`src/sv/sit_pkg.sv`:
```
// ============================================================================
// sit_pkg
// Shared types and constants for the sorted insert table.
// ============================================================================
package sit_pkg;

    localparam int DEPTH  = 16;
    localparam int DATA_W = 32;
    localparam int ADDR_W = $clog2(DEPTH);
    localparam int CNT_W  = $clog2(DEPTH + 1);

    localparam logic CMD_INSERT = 1'b0;
    localparam logic CMD_LIST   = 1'b1;

    typedef enum logic [1:0] {
        ST_INSERTED = 2'd0,
        ST_FULL     = 2'd1,
        ST_ENTRY    = 2'd2,
        ST_EMPTY    = 2'd3
    } status_t;

    // Commands from the controller to the datapath.
    typedef struct packed {
        logic    load;      // capture the item's value
        logic    idx_top;   // index := fill count
        logic    idx_zero;  // index := 0
        logic    idx_dec;
        logic    idx_inc;
        logic    rd_en;
        logic    rd_prev;   // read at index - 1 rather than at index
        logic    wr_shift;  // entry[index] := read data
        logic    wr_value;  // entry[index] := captured value
        logic    cnt_inc;
        logic    out_en;
        status_t out_kind;
    } ctrl_cmd_t;

    // Status from the datapath to the controller.
    typedef struct packed {
        logic full;
        logic empty;
        logic idx_zero;
        logic idx_last;     // index addresses the highest stored entry
        logic greater;      // read data is greater than the captured value
    } dp_status_t;

endpackage

```
`src/sv/sit_ram.sv`:
```
// ============================================================================
// sit_ram
// Generic single-write, single-read RAM with registered read data.
// ============================================================================
module sit_ram #(
    parameter int WIDTH = 32,
    parameter int DEPTH = 16
) (
    input  logic                     clk,
    input  logic                     we,
    input  logic [$clog2(DEPTH)-1:0] waddr,
    input  logic [WIDTH-1:0]         wdata,
    input  logic                     re,
    input  logic [$clog2(DEPTH)-1:0] raddr,
    output logic [WIDTH-1:0]         rdata
);

    logic [WIDTH-1:0] mem [DEPTH];

    always_ff @(posedge clk)
    begin
        if (we)
        begin
            mem[waddr] <= wdata;
        end
        if (re)
        begin
            rdata <= mem[raddr];
        end
    end

endmodule

```
`src/sv/sit_dp.sv`:
```
// ============================================================================
// sit_dp
// Datapath: entry RAM, fill count, index, captured value and result register.
// ============================================================================
module sit_dp (
    input  logic                                clk,
    input  logic                                rst_n,
    input  sit_pkg::ctrl_cmd_t                  cmd_i,
    input  logic signed [sit_pkg::DATA_W-1:0]   value_in,
    output sit_pkg::dp_status_t                 sts,
    output logic                                out_valid,
    output logic signed [sit_pkg::DATA_W-1:0]   out_data,
    output sit_pkg::status_t                    out_status,
    output logic                                out_last
);

    logic [sit_pkg::CNT_W-1:0]         count_reg, count_next;
    logic [sit_pkg::ADDR_W-1:0]        idx_reg, idx_next;
    logic signed [sit_pkg::DATA_W-1:0] value_reg;
    logic signed [sit_pkg::DATA_W-1:0] rdata;
    logic [sit_pkg::DATA_W-1:0]        rdata_raw;
    logic [sit_pkg::ADDR_W-1:0]        raddr;
    logic [sit_pkg::DATA_W-1:0]        wdata;
    logic                              we;
    logic [sit_pkg::CNT_W-1:0]         idx_plus1;

    logic                              valid_reg;
    logic signed [sit_pkg::DATA_W-1:0] data_reg, data_next;
    sit_pkg::status_t                  status_reg;
    logic                              last_reg, last_next;

    assign raddr = cmd_i.rd_prev ? idx_reg - sit_pkg::ADDR_W'(1) : idx_reg;
    assign we    = cmd_i.wr_shift | cmd_i.wr_value;
    assign wdata = cmd_i.wr_shift ? rdata_raw : value_reg;
    assign rdata = $signed(rdata_raw);

    sit_ram #(
        .WIDTH (sit_pkg::DATA_W),
        .DEPTH (sit_pkg::DEPTH)
    ) u_ram (
        .clk   (clk),
        .we    (we),
        .waddr (idx_reg),
        .wdata (wdata),
        .re    (cmd_i.rd_en),
        .raddr (raddr),
        .rdata (rdata_raw)
    );

    assign idx_plus1 = sit_pkg::CNT_W'(idx_reg) + sit_pkg::CNT_W'(1);

    assign sts.full     = (count_reg == sit_pkg::CNT_W'(sit_pkg::DEPTH));
    assign sts.empty    = (count_reg == '0);
    assign sts.idx_zero = (idx_reg == '0);
    assign sts.idx_last = (idx_plus1 == count_reg);
    assign sts.greater  = (rdata > value_reg);

    always_comb
    begin
        idx_next = idx_reg;
        if (cmd_i.idx_top)
        begin
            idx_next = count_reg[sit_pkg::ADDR_W-1:0];
        end
        else if (cmd_i.idx_zero)
        begin
            idx_next = '0;
        end
        else if (cmd_i.idx_dec)
        begin
            idx_next = idx_reg - sit_pkg::ADDR_W'(1);
        end
        else if (cmd_i.idx_inc)
        begin
            idx_next = idx_reg + sit_pkg::ADDR_W'(1);
        end
        count_next = cmd_i.cnt_inc ? count_reg + sit_pkg::CNT_W'(1) : count_reg;
    end

    always_comb
    begin
        last_next = 1'b1;
        case (cmd_i.out_kind)
            sit_pkg::ST_INSERTED: data_next = value_reg;
            sit_pkg::ST_FULL:     data_next = value_in;
            sit_pkg::ST_ENTRY:
            begin
                data_next = rdata;
                last_next = sts.idx_last;
            end
            default:              data_next = '0;
        endcase
    end

    always_ff @(posedge clk or negedge rst_n)
    begin
        if (!rst_n)
        begin
            count_reg <= '0;
            idx_reg   <= '0;
            valid_reg <= 1'b0;
        end
        else
        begin
            count_reg <= count_next;
            idx_reg   <= idx_next;
            valid_reg <= cmd_i.out_en;
        end
    end

    always_ff @(posedge clk)
    begin
        if (cmd_i.load)
        begin
            value_reg <= value_in;
        end
        if (cmd_i.out_en)
        begin
            data_reg   <= data_next;
            status_reg <= cmd_i.out_kind;
            last_reg   <= last_next;
        end
    end

    assign out_valid  = valid_reg;
    assign out_data   = data_reg;
    assign out_status = status_reg;
    assign out_last   = last_reg;

endmodule

```
`src/sv/sit_ctrl.sv`:
```
// ============================================================================
// sit_ctrl
// Controller: sequences the insert shift and the list read-out.
// ============================================================================
module sit_ctrl (
    input  logic                clk,
    input  logic                rst_n,
    input  logic                start,
    input  logic                cmd,
    input  sit_pkg::dp_status_t sts,
    output sit_pkg::ctrl_cmd_t  cmd_o,
    output logic                busy
);

    typedef enum logic [2:0] {
        S_IDLE,
        S_INS_CHK,
        S_INS_CMP,
        S_LST_RD,
        S_LST_OUT
    } state_t;

    state_t state_reg, state_next;

    always_comb
    begin
        state_next     = state_reg;
        cmd_o          = '0;
        cmd_o.out_kind = sit_pkg::ST_INSERTED;
        unique case (state_reg)
            S_IDLE:
            begin
                if (start)
                begin
                    if (cmd == sit_pkg::CMD_INSERT)
                    begin
                        if (sts.full)
                        begin
                            cmd_o.out_en   = 1'b1;
                            cmd_o.out_kind = sit_pkg::ST_FULL;
                        end
                        else
                        begin
                            cmd_o.load    = 1'b1;
                            cmd_o.idx_top = 1'b1;
                            state_next    = S_INS_CHK;
                        end
                    end
                    else if (sts.empty)
                    begin
                        cmd_o.out_en   = 1'b1;
                        cmd_o.out_kind = sit_pkg::ST_EMPTY;
                    end
                    else
                    begin
                        cmd_o.idx_zero = 1'b1;
                        state_next     = S_LST_RD;
                    end
                end
            end
            S_INS_CHK:
            begin
                // At the bottom of the table the value simply goes in place.
                if (sts.idx_zero)
                begin
                    cmd_o.wr_value = 1'b1;
                    cmd_o.cnt_inc  = 1'b1;
                    cmd_o.out_en   = 1'b1;
                    state_next     = S_IDLE;
                end
                else
                begin
                    cmd_o.rd_en   = 1'b1;
                    cmd_o.rd_prev = 1'b1;
                    state_next    = S_INS_CMP;
                end
            end
            S_INS_CMP:
            begin
                // A larger entry moves up one place; an equal or smaller one stops the shift.
                if (sts.greater)
                begin
                    cmd_o.wr_shift = 1'b1;
                    cmd_o.idx_dec  = 1'b1;
                    state_next     = S_INS_CHK;
                end
                else
                begin
                    cmd_o.wr_value = 1'b1;
                    cmd_o.cnt_inc  = 1'b1;
                    cmd_o.out_en   = 1'b1;
                    state_next     = S_IDLE;
                end
            end
            S_LST_RD:
            begin
                cmd_o.rd_en = 1'b1;
                state_next  = S_LST_OUT;
            end
            S_LST_OUT:
            begin
                cmd_o.out_en   = 1'b1;
                cmd_o.out_kind = sit_pkg::ST_ENTRY;
                if (sts.idx_last)
                begin
                    state_next = S_IDLE;
                end
                else
                begin
                    cmd_o.idx_inc = 1'b1;
                    state_next    = S_LST_RD;
                end
            end
            default:
            begin
                state_next = S_IDLE;
            end
        endcase
    end

    always_ff @(posedge clk or negedge rst_n)
    begin
        if (!rst_n)
        begin
            state_reg <= S_IDLE;
        end
        else
        begin
            state_reg <= state_next;
        end
    end

    assign busy = (state_reg != S_IDLE);

endmodule

```
`src/sv/sorted_insert_table_core.sv`:
```
// ============================================================================
// sorted_insert_table_core
// Table of up to DEPTH signed values kept in ascending order.
// ============================================================================
// Usage:
//   An item is taken when start is high while busy is low; cmd selects insert
//   or list, value carries the number to insert. Each result appears on data,
//   status and last for exactly one cycle with valid high; the receiver must
//   take it then, as there is no back-pressure.
//   Insert: the value goes after any equal entries. Larger entries are moved
//   up one at a time from the top through the single read port of the entry
//   RAM, each read and then written one place higher (at most DEPTH-1
//   entries moved). Its result is shown in the first cycle with busy low
//   again. A full table refuses at once: the result follows in the next
//   cycle, and busy never rises.
//   List: the entries are read and shown one at a time from the bottom of
//   the table up, each through a read state and then an output state, with
//   busy high throughout. An empty table gives one empty result in the next
//   cycle. Reset empties the table; the entry RAM itself is not cleared, as
//   only positions below the fill count are ever read.
// ============================================================================
module sorted_insert_table_core (
    input  logic                              clk,
    input  logic                              rst_n,
    input  logic                              start,
    output logic                              busy,
    input  logic                              cmd,
    input  logic signed [sit_pkg::DATA_W-1:0] value,
    output logic                              valid,
    output logic signed [sit_pkg::DATA_W-1:0] data,
    output logic [1:0]                        status,
    output logic                              last
);

    sit_pkg::ctrl_cmd_t  ctl;
    sit_pkg::dp_status_t sts;
    sit_pkg::status_t    out_status;

    sit_ctrl u_ctrl (
        .clk   (clk),
        .rst_n (rst_n),
        .start (start),
        .cmd   (cmd),
        .sts   (sts),
        .cmd_o (ctl),
        .busy  (busy)
    );

    sit_dp u_dp (
        .clk        (clk),
        .rst_n      (rst_n),
        .cmd_i      (ctl),
        .value_in   (value),
        .sts        (sts),
        .out_valid  (valid),
        .out_data   (data),
        .out_status (out_status),
        .out_last   (last)
    );

    assign status = out_status;

    // Only a listed entry can be followed by further results of the same item.
    a_not_last_is_entry: assert property (
        @(posedge clk) disable iff (!rst_n)
        (valid && !last) |-> (status == sit_pkg::ST_ENTRY)
    ) else $error("non-final result is not a listed entry");

    // A refusal is only ever given when the table is full.
    a_refuse_when_full: assert property (
        @(posedge clk) disable iff (!rst_n)
        (valid && status == sit_pkg::ST_FULL) |-> sts.full
    ) else $error("insert refused while table not full");

    // An accepted item either starts work or answers in the next cycle.
    a_item_progress: assert property (
        @(posedge clk) disable iff (!rst_n)
        (start && !busy) |=> (busy || valid)
    ) else $error("accepted item produced neither work nor result");

endmodule
```
`config.mk`:
```
export PLATFORM = sky130hd
export DESIGN_NAME = sorted_insert_table_core
export DESIGN_NICKNAME = d
export VERILOG_FILES = /design/src/sv/sit_pkg.sv /design/src/sv/sit_ram.sv /design/src/sv/sit_dp.sv /design/src/sv/sit_ctrl.sv /design/src/sv/sorted_insert_table_core.sv
export SDC_FILE = /design/constraint.sdc
export NUM_CORES = 1
export LEC_CHECK = 0
export ABC_AREA = 0
export BUFFER_PORTS_ARGS = -buffer_cell sky130_fd_sc_hd__buf_2
export CAP_MARGIN = 20
export CORE_MARGIN = 10
export CORE_UTILIZATION = 55
export CTS_BUF_LIST = sky130_fd_sc_hd__clkbuf_4 sky130_fd_sc_hd__clkbuf_8
export CTS_CLUSTER_DIAMETER = 50
export CTS_CLUSTER_SIZE = 12
export DETAILED_ROUTE_END_ITERATION = 8
export GPL_TIMING_DRIVEN = 0
export PLACE_DENSITY_LB_ADDON = 0.15
export SYNTH_ARGS = -nofsm -noshare
export SYNTH_HDL_FRONTEND = slang
export SYNTH_SLANG_ARGS = --single-unit
```
`constraint.sdc`:
```
create_clock -name clk -period 10.8 [get_ports clk]
set_input_delay 0 -clock clk [delete_from_list [all_inputs] [get_ports clk]]
set_output_delay 0 -clock clk [all_outputs]
set_load 0.005 [all_outputs]
```
[After elaboration in Yosys (flattened, before gate mapping)]
Memories as Yosys holds them, arrays and structs flattened. A register that Yosys moved wholly into a read port is not among the register bits.
Cells that the tools add are included.
Word-level totals
  RAM bits: 512
  flip-flop bits (word level): 80
  bits of input ports: 36
  memories kept: 1
  word-level logic and storage cells: 72
  output and inout bits: 37
Memories
  u_dp.u_ram.mem: depth 16, width 32, rd ports 1, clocked after Yosys merged registers in 1, wr ports 1, RTL line sit_ram.sv:18  | logic [WIDTH-1:0] mem [DEPTH];
Operators by class
  $add $sub $neg: 4
  reduce and logical (&&, ||, !) cells: 7
  magnitude comparators: 1
  equality and inequality tests: 11
  bitwise operators: 1
  muxes and demuxes: 39
Operators with widths (number)
  case mux 32 bit (3 select lines): 1
  two-way mux 3 bit: 12
  > comparator 32 bit: 1
  two-way mux 32 bit: 1
  two-way mux 4 bit: 5
  case mux 3 bit (5 select lines): 1
  two-way mux 1 bit: 10
  two-way mux 2 bit: 5
  case mux 2 bit (2 select lines): 2
  == test 3 x 2 -> 1 bit (second input constant): 2
  inequality test 3 bit (second input constant): 2
  adder 4 x 1 -> 5 bit (second input constant): 1
  adder 5 x 1 -> 5 bit (second input constant): 1
  == test 5 bit: 1
  == test 5 bit (second input constant): 1
  zero test 5 bit: 1
  adder 4 x 1 -> 4 bit (second input constant): 1
  zero test 4 bit: 1
  case mux 1 bit (4 select lines): 1
  nonzero test 4 bit: 1
  subtractor 4 x 1 -> 4 bit (second input constant): 1
  == test 3 x 1 -> 1 bit (second input constant): 1
  == test 3 bit (second input constant): 1
  zero test 3 bit: 1
  8 further kinds: 8

[Logic depth before layout (Yosys ltp)]
  depth after elaboration: 8
  mapped depth: 12
  depth with buffers taken out: 11

[Modules after synthesis]
A second synthesis with hierarchy kept.
Second synthesis, totals
  cell total of the unflattened synthesis: 1309
  area total of the unflattened synthesis: 24999.0 um2
By module, submodules not included
  sit_ram: times used 1, cells each 838, area each 20155.6 um2, seq. area each 16335.7 um2
  sit_dp: times used 1, cells each 435, area each 4470.5 um2, seq. area each 2262.2 um2
  sit_ctrl: times used 1, cells each 36, area each 372.9 um2, seq. area each 75.1 um2

[Worst setup path before layout]
Ideal clock, no wire load.
  path kind: register -> register
  start: register u_dp.count_reg[0] (netlist name)
  end: register u_dp.idx_reg[0] (netlist name)
  setup slack: 6.754 ns
  cell stages (with the launch flop): 7
  period minus slack after synthesis: 4.046 ns
  data required time: 10.713 ns
  path buffers: 0
  data arrival time: 3.959 ns
  setup time: 0.087 ns
  cells stage by stage: dfrtp_1 > inv_1 > ha_1 > nor3b_1 > a211oi_1 > a211oi_1 > a21oi_1
RTL lines
  start, declared: RTL line sit_dp.sv:17  | logic [sit_pkg::CNT_W-1:0] count_reg, count_next;
  start signal, assigned: RTL line sit_dp.sv:105  | count_reg <= count_next;
  end signal, assigned: RTL line sit_dp.sv:106  | idx_reg <= idx_next;
  end, declared: RTL line sit_dp.sv:18  | logic [sit_pkg::ADDR_W-1:0] idx_reg, idx_next;

[Worst setup path after layout]
  start: register u_dp.u_ram.rdata[15] (read register of u_dp.u_ram.mem)
  end: memory u_dp.u_ram.mem[15][17] (data pin)
Between the ends
  longest elaborated chain between the ends: 4
Ends and longest elaborated chain
  start, declared: RTL line sit_ram.sv:15  | output logic [WIDTH-1:0] rdata
  > comparator 32 bit: RTL line sit_dp.sv:56  | assign sts.greater = (rdata > value_reg);
  two-way mux 1 bit: RTL line sit_ctrl.sv:81  | if (sts.greater)
  two-way mux 1 bit: RTL line sit_ctrl.sv:30  | unique case (state_reg)
  two-way mux 32 bit: RTL line sit_dp.sv:34  | assign wdata = cmd_i.wr_shift ? rdata_raw : value_reg;
  net u_dp.u_ram.wdata[17]: RTL line sit_ram.sv:12  | input logic [WIDTH-1:0] wdata,
  end, declared: RTL line sit_ram.sv:18
The timed path passes the listed nets, and every way through them passes these cells.

==> impl_summary.md <==
Yosys
The synthesized area is 25240 sq um. The main flop type after synthesis is sky130_fd_sc_hd__edfxtp_1. After technology mapping, the gate count stands at 1351. By area the synthesized netlist is led by sky130_fd_sc_hd__edfxtp_1 (73%), sky130_fd_sc_hd__mux4_2 (11%), sky130_fd_sc_hd__ha_1 (1.9%).

The average instance in the mapped netlist occupies 18.68 sq um. The share of async-settable or async-resettable flops after synthesis is 2.083%. The area share of the leading cell type in the synthesized netlist is 72.71%. The Yosys step of the flow raised 0 warnings. Synthesis produced a netlist with a net count of 1426.

The biggest area consumer among synthesized cells is sky130_fd_sc_hd__edfxtp_1. The post-synthesis cell type count is 55. The register bit total from synthesis is 624. The count of flip-flops with a built-in enable after synthesis is 611. For this run, the register share of the synthesized area comes to 73.99%.

Power and ir drop
The analysis attributes to cell leakage a power of 9.557 nW. For this design the ratio of total power to cell area is 283.1 nW/um^2. The largest vdd supply drop is 0.0001878 V.

STA
The time the worst path needs with I/O delays and setup is 4.552 ns. The number of hold violations in the final report is 0. Once routing completed, OpenROAD measured the worst setup slack at 6.248 ns. The number of setup violations in the final report is 0. The headroom to the max-slew limit is 26.86%. The aggregate negative setup slack is 0 ns. The clock arrives with 0.03054 ns of skew.

Dividing the final minimum period by the clock period gives 42.15%. The number of pins with negative max-slew slack in the final report is 0. Setup repair after global routing left no endpoint under its margin.

Static timing analysis puts the maximum clock frequency at 219.7 MHz. The transition time of the tightest slew-check pin is 1.089 ns.

Floorplan
The die footprint is 54850 sq um. The starting density of the core is 55.61%. The total area inside the core boundary comes to 45380 sq um. The standard-cell row count is 78.

The die span in x is 234.2 microns. The die is 234.2 microns tall. Pin placement for this block handled 73 I/O pins.

Drt
The final layout contains routed wiring with a total length of 63130 microns. The detailed router placed 13908 vias in this run. The number of DRC markers after the initial detailed-route iteration is 1816. The number of search-and-repair iterations in the first detailed-routing pass is 5. Once detail routing completed, the nets flagged for antenna violations numbered 0. The routed via count divided by cell count is 6.302.

After detailed routing, the number of remaining DRC violations is 0. The per-cell routed wire length is 28.60 microns.

Cells and area
The final core utilization is 63.01%. The share of final-layout standard cells stronger than drive strength 1 is 25.02%. The register name with the most flops is u_dp.u_ram.mem.

The repair_antennas step left the layout with diodes totalling 0. The layout net count is 1667. The flip-flop count of the largest register after layout is 512. The synthesis-to-finish area growth is 13.31%. The area of all placed cells without fillers is 28590 sq um.

Status
The flow ran to the end, and the final reports show no timing, DRC or antenna violations.

Clocking
Clock tree synthesis inserted a total of 61 buffers. For the worst-skew pair, the clock arrives at the later sink with an insertion delay of 0.69 ns. The library cell used as clock root buffer is sky130_fd_sc_hd__clkbuf_8. CTS saw 624 sinks. TritonCTS built the clock tree.

The largest buffer count on any clock path is 3. The register clock-pin slew on the reported worst setup and hold paths is 0.08 ns. The number of levels the H-tree was split into is 2.

Hold path
The min-delay analysis places its worst path in the category in2reg. The cell depth of the worst hold path is 2.

GRT
The first global-routing pass estimated 92120 microns of wire. For this run, the total global-route usage over all layers was measured as 23.42%. Entering global routing, the biggest net connects 33 pins. For this run the aggregate overflow at the end of global routing stands at 0. The initial antenna violation count is 0. The number of global-route vias before repair was 13663.

Setup path
Measured in cells, the most critical reg-to-reg path has a length of 11. Along the worst path, the maximum fanout reaches 10. The sort of element at the end of the critical path is a flop. Data arrives at the worst endpoint at 5.08 ns. The register-to-register setup slack is 6.25 ns. The sort of element at the start of the critical path is a flop. The required time of the worst setup path is 11.33 ns.

The setup path with the least slack is of type reg2reg.

Placement
The post-place setup slack is 6.392 ns. The HPWL after detailed placement is 42730 microns. Port buffering added 72 buffers. Once placement finished, the instance area stood at 27170 sq um. The last weighted congestion value of the routability-driven placer is 0.8615.

Flow run
The number of maximum-capacitance constraint violations is 0.
[cell families (layout without fill, tap and decap cells)]
kind of cell               count (synthesis)  count (layout)  synth area share, %
AOI/OAI and AO/OA                        192             192                4.849
and+or+nand+nor                          209             209                3.962
DFF                                      624             624                73.99
xor gates and xnor gates                  13              13               0.4512
adders and majority gates                 39              39                1.934
muxes                                    165             165                12.94
buffers and inverters                    109             365                1.874
[cell usage in the layout (no fill, tap or decap), drive strengths merged, types with 3 or more instances in the layout]
cell / n
a211oi: 36
a21o: 3
a21oi: 69
a221o: 3
a221oi: 9
a22oi: 19
a311oi: 6
and3b: 3
buf: 173
clkbuf: 98
clkinv: 10
dfrtp: 13
dlygate4sd3: 40
edfxtp: 611
ha: 39
inv: 42
mux2: 3
mux2i: 34
mux4: 128
nand2: 88
nand2b: 3
nand3: 5
nand4: 10
nor2: 46
nor2b: 33
nor3: 7
o21ai: 38
xnor2: 11
[cells in the mapped netlist (4+ instances only)]
cell	n
sky130_fd_sc_hd__nand4_1	10
sky130_fd_sc_hd__buf_2	21
sky130_fd_sc_hd__clkbuf_1	33
sky130_fd_sc_hd__nor3_1	7
sky130_fd_sc_hd__mux4_2	128
sky130_fd_sc_hd__edfxtp_1	611
sky130_fd_sc_hd__nor2_1	46
sky130_fd_sc_hd__buf_4	10
sky130_fd_sc_hd__a211oi_1	35
sky130_fd_sc_hd__a21oi_1	69
sky130_fd_sc_hd__nand3_1	5
sky130_fd_sc_hd__ha_1	39
sky130_fd_sc_hd__buf_1	4
sky130_fd_sc_hd__xnor2_1	11
sky130_fd_sc_hd__a22oi_1	19
sky130_fd_sc_hd__inv_1	39
sky130_fd_sc_hd__a221oi_1	9
sky130_fd_sc_hd__mux2i_1	34
sky130_fd_sc_hd__dfrtp_1	13
sky130_fd_sc_hd__o21ai_0	35
sky130_fd_sc_hd__a311oi_1	5
sky130_fd_sc_hd__nand2_1	88
sky130_fd_sc_hd__nor2b_1	33
[final cells by class]
type | instances | area, sq um
flip-flops and latches | 624 | 18670
inverters | 41 | 153.9
plain buffers | 68 | 319.1
fillers | 3165 | 16790
multi-input cells | 618 | 6216
clock buffers | 65 | 875.8
repair buffers | 178 | 1504
clock inverters | 13 | 102.6
well taps | 600 | 750.7
[metal layers]
layer / vias up / wire (microns) / GRT usage [%]
met1: 7239 / 25510 / 32.67
met4: 0 / 1839 / 7.740
met3: 110 / 5514 / 4.448
met5: - / 0 / 0
li1: 5884 / - / -
met2: 675 / 30260 / 36.93
[critical path: stages (launching register included)]
cell and delay (ns):
sky130_fd_sc_hd__edfxtp_1 0.45, sky130_fd_sc_hd__ha_1 0.34, sky130_fd_sc_hd__nand4_1 0.25, sky130_fd_sc_hd__nor2_1 0.08
sky130_fd_sc_hd__a221o_1 0.36, sky130_fd_sc_hd__o311a_1 0.38, sky130_fd_sc_hd__a311oi_2 0.44, sky130_fd_sc_hd__a211oi_2 0.17
sky130_fd_sc_hd__buf_2 0.32, sky130_fd_sc_hd__clkbuf_1 0.38, sky130_fd_sc_hd__o21ai_0 0.89, sky130_fd_sc_hd__buf_2 0.33
[stage by stage]
step | power, W | hold WS, ns | std cells
after floorplan | 0.005648 | -0.2956 | 1351
after global placement | 0.006646 | -0.09444 | 2023
after detailed placement | 0.006806 | -0.08821 | 2084
after CTS | 0.008122 | 0.006046 | 2202
after global routing | 0.008497 | 0.02165 | 2207
final | 0.008094 | 0.02552 | 2207
[what timing repair did]
| item | in CTS | in global routing |
|---|---|---|
| endpoints found under the setup margin | 0 | 0 |
| hold endpoints to repair | 115 | 0 |
| hold buffers | 40 | 0 |
| buffers inserted | 0 | 0 |
| gates resized for setup | 0 | 0 |
[final timing paths]
kind / start / to
max in group asynchronous: rst_n / u_dp.count_reg[0]
worst max-delay path: u_dp.u_ram.rdata[15] / u_dp.u_ram.mem[15][17]
min in group asynchronous: rst_n / u_ctrl.state_reg[1]
worst min register to register: u_dp.count_reg[3] / u_dp.count_reg[3]
worst max register to register: u_dp.u_ram.rdata[15] / u_dp.u_ram.mem[15][17]
worst min-delay path: value[15] / u_dp.value_reg[15]
[power by group]
part | total, W | internal (W) | switching, W
Sequential | 0.00341 | 0.00328 | 0.000134
Clock | 0.00133 | 0.000556 | 0.000770
Combinational | 0.00336 | 0.00141 | 0.00195
Total | 0.00809 | 0.00524 | 0.00285
No activity file was read; power rests on OpenSTA's default activity.
